`src/design/ltl_pkg.sv`:
```
`default_nettype none

package ltl_pkg;

  localparam int PADDR_W = 5;

  localparam logic [2:0] REG_STEP_LENGTH = 3'd0;
  localparam logic [2:0] REG_TURN_COS    = 3'd1;
  localparam logic [2:0] REG_TURN_SIN    = 3'd2;
  localparam logic [2:0] REG_ORIGIN_X    = 3'd3;
  localparam logic [2:0] REG_ORIGIN_Z    = 3'd4;

  localparam logic [15:0]        STEP_LENGTH_RST = 16'd2304;
  localparam logic signed [15:0] TURN_COS_RST    = 16'sd11585;
  localparam logic signed [15:0] TURN_SIN_RST    = 16'sd11585;
  localparam logic signed [15:0] ONE_Q14         = 16'sd16384;

  localparam logic [7:0] SYM_MOVE  = 8'h46;
  localparam logic [7:0] SYM_LEFT  = 8'h2B;
  localparam logic [7:0] SYM_RIGHT = 8'h2D;
  localparam logic [7:0] SYM_PUSH  = 8'h5B;
  localparam logic [7:0] SYM_POP   = 8'h5D;

  typedef enum logic [2:0] {
    OP_NOP,
    OP_MOVE,
    OP_TURN_L,
    OP_TURN_R,
    OP_PUSH,
    OP_POP
  } op_e;

  typedef enum logic [1:0] {
    KIND_SEGMENT   = 2'd0,
    KIND_OVERFLOW  = 2'd1,
    KIND_UNDERFLOW = 2'd2
  } kind_e;

  typedef struct packed {
    op_e  op;
    logic first;
  } cmd_t;

  typedef struct packed {
    logic [15:0]        step_length;
    logic signed [15:0] turn_cos;
    logic signed [15:0] turn_sin;
    logic signed [23:0] origin_x;
    logic signed [23:0] origin_z;
  } cfg_t;

endpackage

`default_nettype wire

```
`src/design/ltl_fifo.sv`:
```
`default_nettype none

module ltl_fifo (
  input  logic          clk_i,
  input  logic          rst_ni,
  input  logic          wr_valid_i,
  output logic          wr_ready_o,
  input  ltl_pkg::cmd_t wr_cmd_i,
  output logic          rd_valid_o,
  input  logic          rd_ready_i,
  output ltl_pkg::cmd_t rd_cmd_o
);
  import ltl_pkg::*;

  cmd_t       entry_q [2];
  logic       wr_ptr_q, rd_ptr_q;
  logic [1:0] cnt_q;
  logic       push, pop;

  assign wr_ready_o = (cnt_q != 2'd2);
  assign rd_valid_o = (cnt_q != 2'd0);
  assign rd_cmd_o   = entry_q[rd_ptr_q];
  assign push       = wr_valid_i && wr_ready_o;
  assign pop        = rd_valid_o && rd_ready_i;

  always_ff @(posedge clk_i or negedge rst_ni) begin
    if (!rst_ni) begin
      wr_ptr_q <= 1'b0;
      rd_ptr_q <= 1'b0;
      cnt_q    <= 2'd0;
    end else begin
      if (push) wr_ptr_q <= ~wr_ptr_q;
      if (pop) rd_ptr_q <= ~rd_ptr_q;
      if (push && !pop) begin
        cnt_q <= cnt_q + 2'd1;
      end else if (pop && !push) begin
        cnt_q <= cnt_q - 2'd1;
      end
    end
  end

  always_ff @(posedge clk_i) begin
    if (push) entry_q[wr_ptr_q] <= wr_cmd_i;
  end

endmodule

`default_nettype wire

```
`config.mk`:
```
export PLATFORM = sky130hd
export DESIGN_NAME = ltl_fifo
export DESIGN_NICKNAME = d
export VERILOG_FILES = /design/src/design/ltl_pkg.sv /design/src/design/ltl_fifo.sv
export SDC_FILE = /design/constraint.sdc
export NUM_CORES = 1
export LEC_CHECK = 0
export BUFFER_PORTS_ARGS = -buffer_cell sky130_fd_sc_hd__buf_4
export CAP_MARGIN = 20
export CELL_PAD_IN_SITES_DETAIL_PLACEMENT = 0
export CELL_PAD_IN_SITES_GLOBAL_PLACEMENT = 1
export CORE_AREA = 10 10 47 49
export DETAILED_ROUTE_END_ITERATION = 10
export DIE_AREA = 0 0 57 59
export GPL_TIMING_DRIVEN = 0
export HOLD_SLACK_MARGIN = 0.1
export PLACE_DENSITY_LB_ADDON = 0.15
export SLEW_MARGIN = 0
export SYNTH_ARGS = -nofsm -noshare
export SYNTH_HDL_FRONTEND = slang
export SYNTH_SLANG_ARGS = --single-unit
export TNS_END_PERCENT = 10
```
`constraint.sdc`:
```
create_clock -name clk_i -period 3.8 [get_ports clk_i]
set_input_delay 0.38 -clock clk_i [delete_from_list [all_inputs] [get_ports clk_i]]
set_output_delay 0.38 -clock clk_i [all_outputs]
set_load 0.1 [all_outputs]
```
==> results.cfg <==
[route]
drc = 0
drt_iter0_markers = 3
wl_per_cell_um = 13.5
vias = 295
avgViaCountPerCell = 4.61
drt-total-wl_um = 861
drt_first_pass_iters = 2
ant_nets = 0

[clock_network]
cts_sinks = 12
clkLatencyLatePin_ns = 0.27
post_cts_buffers = 0
h-tree-depth = 1
path_clk_slew_ns = 0.07
cts_resized = 0
clockBufferDepth = 2
tritoncts = yes
cts-root-buf = clkbuf_4
cts_buffers = 3

[synthesis]
syn_area_um2 = 497
syn-num-nets = 39
yosysWarnings = 0
postSynthCellCount = 30
ys_types = 13
yosysSeqAreaShare_pct = 68.5
syn_area_per_cell_um2 = 16.6
ys_seq_elements = 12

[place]
port_buffers = 13
place_hpwl_um = 709
gp_congestion = 0.642

[timing]
maxSlewViolCount = 0
worst_slew_pin_slew_ns = 0.359
finalSetupViolCount = 0
slew_headroom_pct = 76.0
min_period_ns = 1.71
finalHoldViolations = 0
rsz0062_at_grt = false
skew_ns = 0.00586
fmax_mhz = 586
min_period_over_period_pct = 44.9
setup_tns_ns = 0

[global_route]
grt_overflow = 0
antenna_found_initial = 0
grt_pass1_vias = 352
grtUsageTotal_pct = 5.90
grt_pass1_wl_um = 1470
grt_start_max_net_pins = 8

[cells_and_area]
seq_area_um2 = 340
multi_input_area_um2 = 153
area_growth_pct = 31.0
drive_gt1_share_pct = 47.9
n_fill_cell = 135
final_common_cell = buf_4
final_cell_mix = buf_4 (13), edfxtp_1 (8), mux2_2 (4), dfrtp_1 (4)
n_antenna_cell = 0
finalNetCount = 58

[min_path]
hold_path.class = in2reg

[critical_path]
path_max_fanout = 5
crit_required_ns = 3.42
criticalPathCategory = reg2out
endpoint_kind = primary output
cp.arrival_ns = 1.33
r2r_slack_ns = 2.33
cp-start-kind = flop

[die]
core-area_mm2 = 0.00140
row_count = 14
die_h_um = 59
die_area_mm2 = 0.00336
fp.dieW_um = 57
initial_core_util_pct = 35.4
io_pins = 14

[run]
drv_cap = 0

[outcome]
outcome = finished clean
## worst max-delay path: stages, from the launching register on
cell and delay [ns]:
dfrtp_1 0.46, mux2_2 0.36, buf_4 0.23
## Yosys cell counts (all sizes together)
cell type  instances  area share (%)
inv                1            0.75
edfxtp             8              48
nand2b             1             2.8
and3               1             1.3
dfrtp              4              20
or2                1             1.8
xor2               2             3.5
nor2               2             1.5
nand2              2             3.0
ha                 1             2.5
xnor2              3             5.3
mux2               4             9.1
## layout make-up
cell class	instances	area share [%]
flip-flops and latches	12	52.3
multi-input cells	17	23.5
repair buffers	14	16.5
clock buffers	3	3.46
well taps	16	3.08
clock inverters	1	0.577
inverters	1	0.577
## sequential cells by signal, summed over array words and instances (netlist names)
register	cells
wr_ptr_q	1
entry_q	8
rd_ptr_q	1
cnt_q	2
## logic make-up after synthesis
kind of cell	after synthesis	synth area share (%)
adder cells (fa/ha/maj)	1	2.52
multiplexers	4	9.07
AND/OR/NAND/NOR	7	10.3
XOR/XNOR	5	8.82
buffers and inverters	1	0.755
flip-flops	12	68.5
## final timing paths
kind / startpoint / end / cells past startpoint
worst max-delay path: rd_ptr_q / rd_cmd_o[3] / 2
worst min-delay path: wr_cmd_i[3] / entry_q[0][3] / 1
worst max register to register: cnt_q[0] / cnt_q[1] / 7
worst min register to register: wr_ptr_q / wr_ptr_q / 1
max in group asynchronous: rst_ni / rd_ptr_q / 2
min in group asynchronous: rst_ni / cnt_q[0] / 2
## metrics by stage
| stage | setup WS (ns) | cells | area [um^2] | hold slack [ns] | util, % |
|---|---|---|---|---|---|
| floorplan | 2.21 | 30 | 497 | 0.0844 | - |
| global placement | 2.38 | 59 | 614 | 0.178 | 43.8 |
| detailed placement | 2.35 | 59 | 614 | 0.182 | 43.8 |
| CTS | 2.07 | 64 | 651 | 0.277 | 46.4 |
| global route | 2.01 | 64 | 651 | 0.268 | 46.4 |
| finish | 2.09 | 64 | 651 | 0.286 | 46.4 |
## timing repair
item                                    CTS  global route
endpoints found under the hold margin     4             0
endpoints found under the setup margin    0             0
hold buffers                              1             0
## routing by layer
layer | global-route usage, % | part of all wire, % | vias to the layer above
met4 | 5.03 | 1.6 | 0
li1 | - | - | 140
met1 | 4.89 | 36 | 144
met2 | 9.92 | 54 | 9
met3 | 3.43 | 8.2 | 2
met5 | 0 | 0 | -
Power is not shown: default switching activity piles up to over one toggle a cycle in this logic, so the estimate is an artifact.
