<file path="src/design/ltl_pkg.sv">
`default_nettype none

package ltl_pkg;

  localparam int PADDR_W = 5;

  localparam logic [2:0] REG_STEP_LENGTH = 3'd0;
  localparam logic [2:0] REG_TURN_COS    = 3'd1;
  localparam logic [2:0] REG_TURN_SIN    = 3'd2;
  localparam logic [2:0] REG_ORIGIN_X    = 3'd3;
  localparam logic [2:0] REG_ORIGIN_Z    = 3'd4;

  localparam logic [15:0]        STEP_LENGTH_RST = 16'd2304;
  localparam logic signed [15:0] TURN_COS_RST    = 16'sd11585;
  localparam logic signed [15:0] TURN_SIN_RST    = 16'sd11585;
  localparam logic signed [15:0] ONE_Q14         = 16'sd16384;

  localparam logic [7:0] SYM_MOVE  = 8'h46;
  localparam logic [7:0] SYM_LEFT  = 8'h2B;
  localparam logic [7:0] SYM_RIGHT = 8'h2D;
  localparam logic [7:0] SYM_PUSH  = 8'h5B;
  localparam logic [7:0] SYM_POP   = 8'h5D;

  typedef enum logic [2:0] {
    OP_NOP,
    OP_MOVE,
    OP_TURN_L,
    OP_TURN_R,
    OP_PUSH,
    OP_POP
  } op_e;

  typedef enum logic [1:0] {
    KIND_SEGMENT   = 2'd0,
    KIND_OVERFLOW  = 2'd1,
    KIND_UNDERFLOW = 2'd2
  } kind_e;

  typedef struct packed {
    op_e  op;
    logic first;
  } cmd_t;

  typedef struct packed {
    logic [15:0]        step_length;
    logic signed [15:0] turn_cos;
    logic signed [15:0] turn_sin;
    logic signed [23:0] origin_x;
    logic signed [23:0] origin_z;
  } cfg_t;

endpackage

`default_nettype wire

</file>
<file path="src/design/ltl_in_if.sv">
`default_nettype none

interface ltl_in_if;
  logic       valid;
  logic       ready;
  logic [7:0] symbol;
  logic       first;

  modport source (output valid, output symbol, output first, input ready);
  modport sink (input valid, input symbol, input first, output ready);
endinterface

`default_nettype wire

</file>
<file path="src/design/ltl_front.sv">
`default_nettype none

module ltl_front (
  ltl_in_if.sink         in_i,
  output logic           cmd_valid_o,
  input  logic           cmd_ready_i,
  output ltl_pkg::cmd_t  cmd_o
);
  import ltl_pkg::*;

  op_e  op;
  logic keep;

  always_comb begin
    unique case (in_i.symbol)
      SYM_MOVE:  op = OP_MOVE;
      SYM_LEFT:  op = OP_TURN_L;
      SYM_RIGHT: op = OP_TURN_R;
      SYM_PUSH:  op = OP_PUSH;
      SYM_POP:   op = OP_POP;
      default:   op = OP_NOP;
    endcase
  end

  // Ignored symbols only matter when they carry the first flag.
  assign keep        = (op != OP_NOP) || in_i.first;
  assign cmd_valid_o = in_i.valid && keep;
  assign in_i.ready  = cmd_ready_i;
  assign cmd_o.op    = op;
  assign cmd_o.first = in_i.first;

endmodule

`default_nettype wire

</file>
<file path="src/flat_wrapper.sv">
// flat-port wrapper written by rule: the top's interface ports become plain ports
module ltl_front_flat import ltl_pkg::*;
  (cmd_valid_o, cmd_ready_i, cmd_o, in_i_valid, in_i_symbol, in_i_first, in_i_ready);
  ltl_in_if in_i_i ();
  output logic cmd_valid_o;
  input  logic cmd_ready_i;
  output ltl_pkg::cmd_t cmd_o;
  input wire logic [$bits(in_i_i.valid)-1:0] in_i_valid;
  input wire logic [$bits(in_i_i.symbol)-1:0] in_i_symbol;
  input wire logic [$bits(in_i_i.first)-1:0] in_i_first;
  output wire logic [$bits(in_i_i.ready)-1:0] in_i_ready;
  assign in_i_i.valid = in_i_valid;
  assign in_i_i.symbol = in_i_symbol;
  assign in_i_i.first = in_i_first;
  assign in_i_ready = in_i_i.ready;
  ltl_front u_core (.in_i(in_i_i), .cmd_valid_o(cmd_valid_o), .cmd_ready_i(cmd_ready_i), .cmd_o(cmd_o));
endmodule
</file>
<file path="config.mk">
export PLATFORM = sky130hd
export DESIGN_NAME = ltl_front_flat
export DESIGN_NICKNAME = d
export VERILOG_FILES = /design/src/design/ltl_pkg.sv /design/src/design/ltl_in_if.sv /design/src/design/ltl_front.sv /design/src/flat_wrapper.sv
export SDC_FILE = /design/constraint.sdc
export NUM_CORES = 1
export LEC_CHECK = 0
export BUFFER_PORTS_ARGS = -buffer_cell sky130_fd_sc_hd__buf_4
export CAP_MARGIN = 30
export CORE_AREA = 10 10 47 49
export DETAILED_ROUTE_END_ITERATION = 6
export DIE_AREA = 0 0 57 59
export SLEW_MARGIN = 0
export SYNTH_ARGS = -nofsm -noshare
export SYNTH_HDL_FRONTEND = slang
export SYNTH_SLANG_ARGS = --single-unit
export TNS_END_PERCENT = 30
</file>
<file path="constraint.sdc">
create_clock -name vclk -period 0.8
set_input_delay 0.08 -clock vclk [all_inputs]
set_output_delay 0.08 -clock vclk [all_outputs]
set_load 0.03 [all_outputs]
</file>
==> results of run 1 <==
kinds of logic after synthesis:
group	Yosys count	share of synthesized area
AND/OR/NAND/NOR	10	0.611
AO/OA/AOI/OAI	5	0.221
buffers and inverters	2	0.106
XOR/XNOR	1	0.0620
area by class of cell:
| cell class | count | area (um2) | share of cell area |
|---|---|---|---|
| tap | 16 | 20.0 | 0.0608 |
| multi-input combinational | 16 | 159 | 0.483 |
| timing repair buffer | 17 | 150 | 0.456 |
synth_stat cells:
| library cell | count | area (um2) |
|---|---|---|
| nor2_1 | 1 | 3.75 |
| a21boi_1 | 1 | 7.51 |
| nor3b_2 | 1 | 12.5 |
| a31oi_1 | 1 | 6.26 |
| and3_2 | 2 | 15.0 |
| nor2b_1 | 1 | 6.26 |
| and3b_1 | 2 | 17.5 |
| a21oi_1 | 1 | 5.00 |
| o211ai_1 | 1 | 7.51 |
| nand3b_1 | 1 | 7.51 |
| and4b_2 | 1 | 11.3 |
| and4bb_2 | 1 | 12.5 |
| buf_4 | 2 | 15.0 |
| o21ai_0 | 1 | 5.00 |
| xor2_1 | 1 | 8.76 |
worst max-delay path, delay by kind of cell:
kind,cells,cell delay [ps]
compound gates,2,250
buf+inv,2,240
simple gates,1,320
final timing paths:
kind / slack (ps) / depth (start not counted) / from / to
max: -170 / 5 / in_i_symbol[3] / cmd_valid_o
min: 160 / 0 / cmd_ready_i / in_i_ready
power groups by stage:
stage | Sequential (mW) | Combinational (mW) | Clock (mW)
floorplan | 0 | 0.0550 | 0
global placement | 0 | 0.110 | 0
detailed placement | 0 | 0.112 | 0
CTS | 0 | 0.126 | 0
global route | 0 | 0.141 | 0
finish | 0 | 0.131 | 0
through the flow:
stage / instances / hold WS [ps]
after floorplan: 18 / 217
after global placement: 49 / 160
after detailed placement: 49 / 160
after CTS: 49 / 160
after global routing: 49 / 160
final: 49 / 160
layer usage:
layer / global-route usage / up-vias / wire length, um
met5: 0 / - / 0
met2: 0.0605 / 10 / 332
met1: 0.0345 / 91 / 225
met3: 0.00858 / 0 / 74
met4: 0.00336 / 0 / 0
li1: - / 98 / -
timing repair:
item                                    in CTS  in global routing
pin swaps                                    3                  5
gates resized for setup                      8                  3
endpoints found under the setup margin       4                  4
hold buffers                                 0                  0
==> metrics.md, run 1 <==
| Metric | Value |
|---|---|
| RePlAce Congestion | `0.793` |
| Row count | `14` |
| Slowest cell on crit path | `and4bb_2` |
| Seq_cells | `0` |
| Routed Antenna Nets | `0` |
| Syn Area/Cell | `~7.9 um2` |
| Register Area | `0 um2` |
| Commonest non-fill, non-tap cell in the layout | `buf_4` |
| Pre-CTS setup slack | `-194 ps` |
| Sequential share of the synthesized area | `0` |
| Via Count | `199` |
| Critical Path Most Common Cell | `buf_6` |
| Die ar. | `0.00336 mm2` |
| Max-cap viol count | `0` |
| Final Hold Violating Endpoints | `0` |
| Outcome | `finished, violations left` |
| Number of remaining DRC errors | `0` |
| Core Region | `roughly 0.0014 mm2` |
| Crit path cell chain | `buf_6 > and4bb_2 > a31oi_2 > a21boi_2 > buf_6` |
| Slowest Stage Delay on Critical Path | `about 320 ps` |
| Die Ht | `59 um` |
| Post-route minimum period | `968 ps` |
| Crit path DAT | `890 ps` |
| Final setup vio count | `4` |
| Normalized max-slew margin | `0.854` |
| Critical Path RT | `720 ps` |
| Tightest Pin Transition | `about 220 ps` |
| Drt via density | `around 4` |
| Cells after Synth | `18` |
| Final TNS setup | `-414 ps` |
| # diodes | `0` |
| Failing checks | `setup timing` |
| Largest net degree at the start of global routing | `4` |
| Die X | `~57 um` |
| Clock power share | `0` |
| Buffers on Ports | `15` |
| Crit Path Category | `in2out` |
| Most frequent cells in the layout | `buf_4, buf_6` |
| GRT Residual Overflow | `0` |
| First drt pass iteration count | `2` |
| Unique masters post-synth | `15` |
| Hold Crit Class | `in2out` |
| Design Area, Final | `329 um2` |
| Cell Area, Synth | `141 um2` |
| Total power | `0.131 mW` |
| Nets | `46` |
| Fillers | `171` |
| WL/cell | `12.9 um` |
| Sequential Power Share | `0` |
| VDD IR-drop max | `around 0.076 mV` |
| Vias in the first global route | `221` |
| Starting density of the core | `0.101` |
| Pins Over Slew Limit | `0` |
| Sw Share | `0.432` |
| Post-layout util | `0.235` |
| Global-route wire length before repair | `924 um` |
| Share of cells above drive strength 1 | `0.818` |
| Pwr/cell area | `roughly 400 mW/mm2` |
| Part of the power in combinational logic | `1.000` |
| Setup ws final | `-168 ps` |
| Post-CTS Setup Bufs | `0` |
| Initial antenna violation count | `0` |
| CLK BUF | `0` |
| Placed Area | `282 um2` |
| Critical Path Fanout Max | `3` |
| Final WL | `about 630 um` |
| Post-Syn Nets | `29` |
| P_leak | `~0.15 nW` |
| Initial DRC count | `1` |
| Final period util | `1.21` |
| Synth Warn # | `0` |
| Internal power | `0.0745 mW` |
| Total GRT Usage | `0.0316` |
| Fmax | `1030 MHz` |
| I/O pin total | `17` |
| Setup crit end kind | `primary output` |
| Critical Path Start Type | `input port` |
| RSZ-0062 raised after global routing | `yes` |
| Syn-to-layout area delta | `133%` |
| Sw Pwr | `approximately 0.057 mW` |
Power figures use the tool's default switching activity.
==> run 2, diff against run 1 <==
- clock period: 0.8 -> 0.9 ns (I/O delays scaled with it)
==> run 2 against run 1 <==
Critical endpoint is now cmd_o[1]. Critical path type unchanged. First-iteration DRC count rose to 3.0 times the previous value. Wire length fell by 16%. Total power is 19% lower. The run still ends with setup timing left.
==> metrics.md, run 2 (synthesis gave the netlist of run 1 again) <==
| Metric | Value |
|---|---|
| Fmax | `1040 MHz` |
| First drt pass iteration count | `3 (+1)` |
| Vias in the first global route | `223 (+0.90%)` |
| Most frequent cells in the layout | `buf_4, buf_6, and3b_1, and3_2` |
| Pre-CTS setup slack | `-94.1 ps (+99.8 ps)` |
| Final TNS setup | `-129 ps (+285 ps)` |
| VDD IR-drop max | `0.0473 mV (-37%)` |
| Pwr/cell area | `352 mW/mm2 (-12%)` |
| Crit path cell chain | `buf_6 > and4bb_2 > nand3b_1 > a21oi_2 > buf_6` |
| Post-CTS Setup Bufs | `0 (unchanged)` |
| Sw Pwr | `0.0446 mW (-21%)` |
| Slowest cell on crit path | `and4bb_2` |
| Critical Path Fanout Max | `3 (unchanged)` |
| Tightest Pin Transition | `198 ps (-19.2 ps)` |
| Sw Share | `0.419 (-0.0129)` |
| Register Area | `0 um2 (unchanged)` |
| Largest delay share family, worst path | `simple AND/OR/NAND/NOR gates` |
| Hold Crit Class | `in2out` |
| Worst path bufs/invs | `2 (unchanged)` |
| Die ar. | `0.00336 mm2 (unchanged)` |
| I/O pin total | `17 (unchanged)` |
| Critical Path Most Common Cell | `buf_6` |
| Initial DRC count | `3 (+2)` |
| Pins Over Slew Limit | `0 (unchanged)` |
| Total GRT Usage | `0.0290 (-0.00261)` |
| Share of cells above drive strength 1 | `0.727 (-0.0909)` |
| Initial antenna violation count | `0 (unchanged)` |
| Setup crit end kind | `primary output` |
| Row count | `14 (unchanged)` |
| Seq_cells | `0 (unchanged)` |
| Crit Path Category | `in2out` |
| Critical Path Start | `in_i_symbol[0]` |
| Fin Hold WS | `180 ps (+20.0 ps)` |
| Crit path DAT | `880 ps (about the same)` |
| Die X | `57 um (unchanged)` |
| Normalized max-slew margin | `0.866 (+0.0121)` |
| Via Count | `200 (+0.50%)` |
| Sequential Power Share | `0 (unchanged)` |
| Outcome | `finished, violations left` |
| Starting density of the core | `0.101 (unchanged)` |
| Post-route minimum period | `966 ps` |
| Failing checks | `setup timing` |
| Commonest non-fill, non-tap cell in the layout | `buf_4` |
| CTS Hold Bufs | `0 (unchanged)` |
| Max-cap viol count | `0 (unchanged)` |
| RePlAce Congestion | `0.823 (+3.8%)` |
| Final setup vio count | `2 (-2)` |
| Setup ws final | `-66.2 ps (+102 ps)` |
| Hold Crit Start | `cmd_ready_i` |
| P_leak | `0.144 nW (-0.85%)` |
| # diodes | `0 (unchanged)` |
| Final Hold Violating Endpoints | `0 (unchanged)` |
| Drt via density | `4.08 (+0.50%)` |
| Critical Path RT | `810 ps (+90 ps)` |
| Routed Antenna Nets | `0 (unchanged)` |
| Placed insts | `49 (unchanged)` |
| Number of remaining DRC errors | `0 (unchanged)` |
| Final WL | `532 um (-16%)` |
| Clock power share | `0 (unchanged)` |
| Die Ht | `59 um (unchanged)` |
| CLK BUF | `0 (unchanged)` |
| GRT Residual Overflow | `0 (unchanged)` |
| Final period util | `1.07` |
| Internal power | `0.0619 mW (-17%)` |
| Slowest Stage Delay on Critical Path | `290 ps (-30 ps)` |
| Critical Path Start Type | `input port` |
| Largest net degree at the start of global routing | `4 (unchanged)` |
| Core Region | `0.00140 mm2 (unchanged)` |
| Nets | `46 (unchanged)` |
| WL/cell | `10.9 um (-16%)` |
| Syn-to-layout area delta | `114%` |
| Part of the power in combinational logic | `1.000 (about the same)` |
| Final non-filler cell total | `49 (unchanged)` |
| Global-route wire length before repair | `869 um (-6.0%)` |
| RSZ-0062 raised after global routing | `yes` |
| Buffers on Ports | `15 (unchanged)` |
[run 2: final cells by class]
type	instances	area (um2)
fillers	169	1100
repair buffers	17	139
multi-input cells	16	144
well taps	16	20.0
[run 2: routing by layer]
metal  global-route usage  part of all wire
met1               0.0273              0.36
met2               0.0605              0.51
met3               0.0107              0.13
met4                    0                 0
met5                    0                 0
[run 2: final timing paths]
kind	slack (ps)	cells after the start	endpoint
setup / recovery	-70	5	cmd_o[1]
hold / removal	180	0	in_i_ready
[run 2: what timing repair did]
item                       CTS  global route
pin swaps                    2             0
cloned                       0             0
resized for setup            4             1
hold endpoints to repair     0             0
setup endpoints to repair    2             4
[run 2: per-stage QoR]
step / total power [mW] / utilization / area (um2)
floorplan: 0.0475 / - / 145
global placement: 0.0971 / 0.198 / 278
detailed placement: 0.0973 / 0.198 / 278
CTS: 0.104 / 0.212 / 297
global route: 0.116 / 0.216 / 303
finish: 0.107 / 0.216 / 303
[run 2: power groups by stage]
stage / Combinational (mW) / Clock, mW / Sequential [mW]
2_1_floorplan: 0.0475 / 0 / 0
3_3_place_gp: 0.0971 / 0 / 0
3_5_place_dp: 0.0973 / 0 / 0
4_1_cts: 0.104 / 0 / 0
5_1_grt: 0.116 / 0 / 0
6_report: 0.107 / 0 / 0
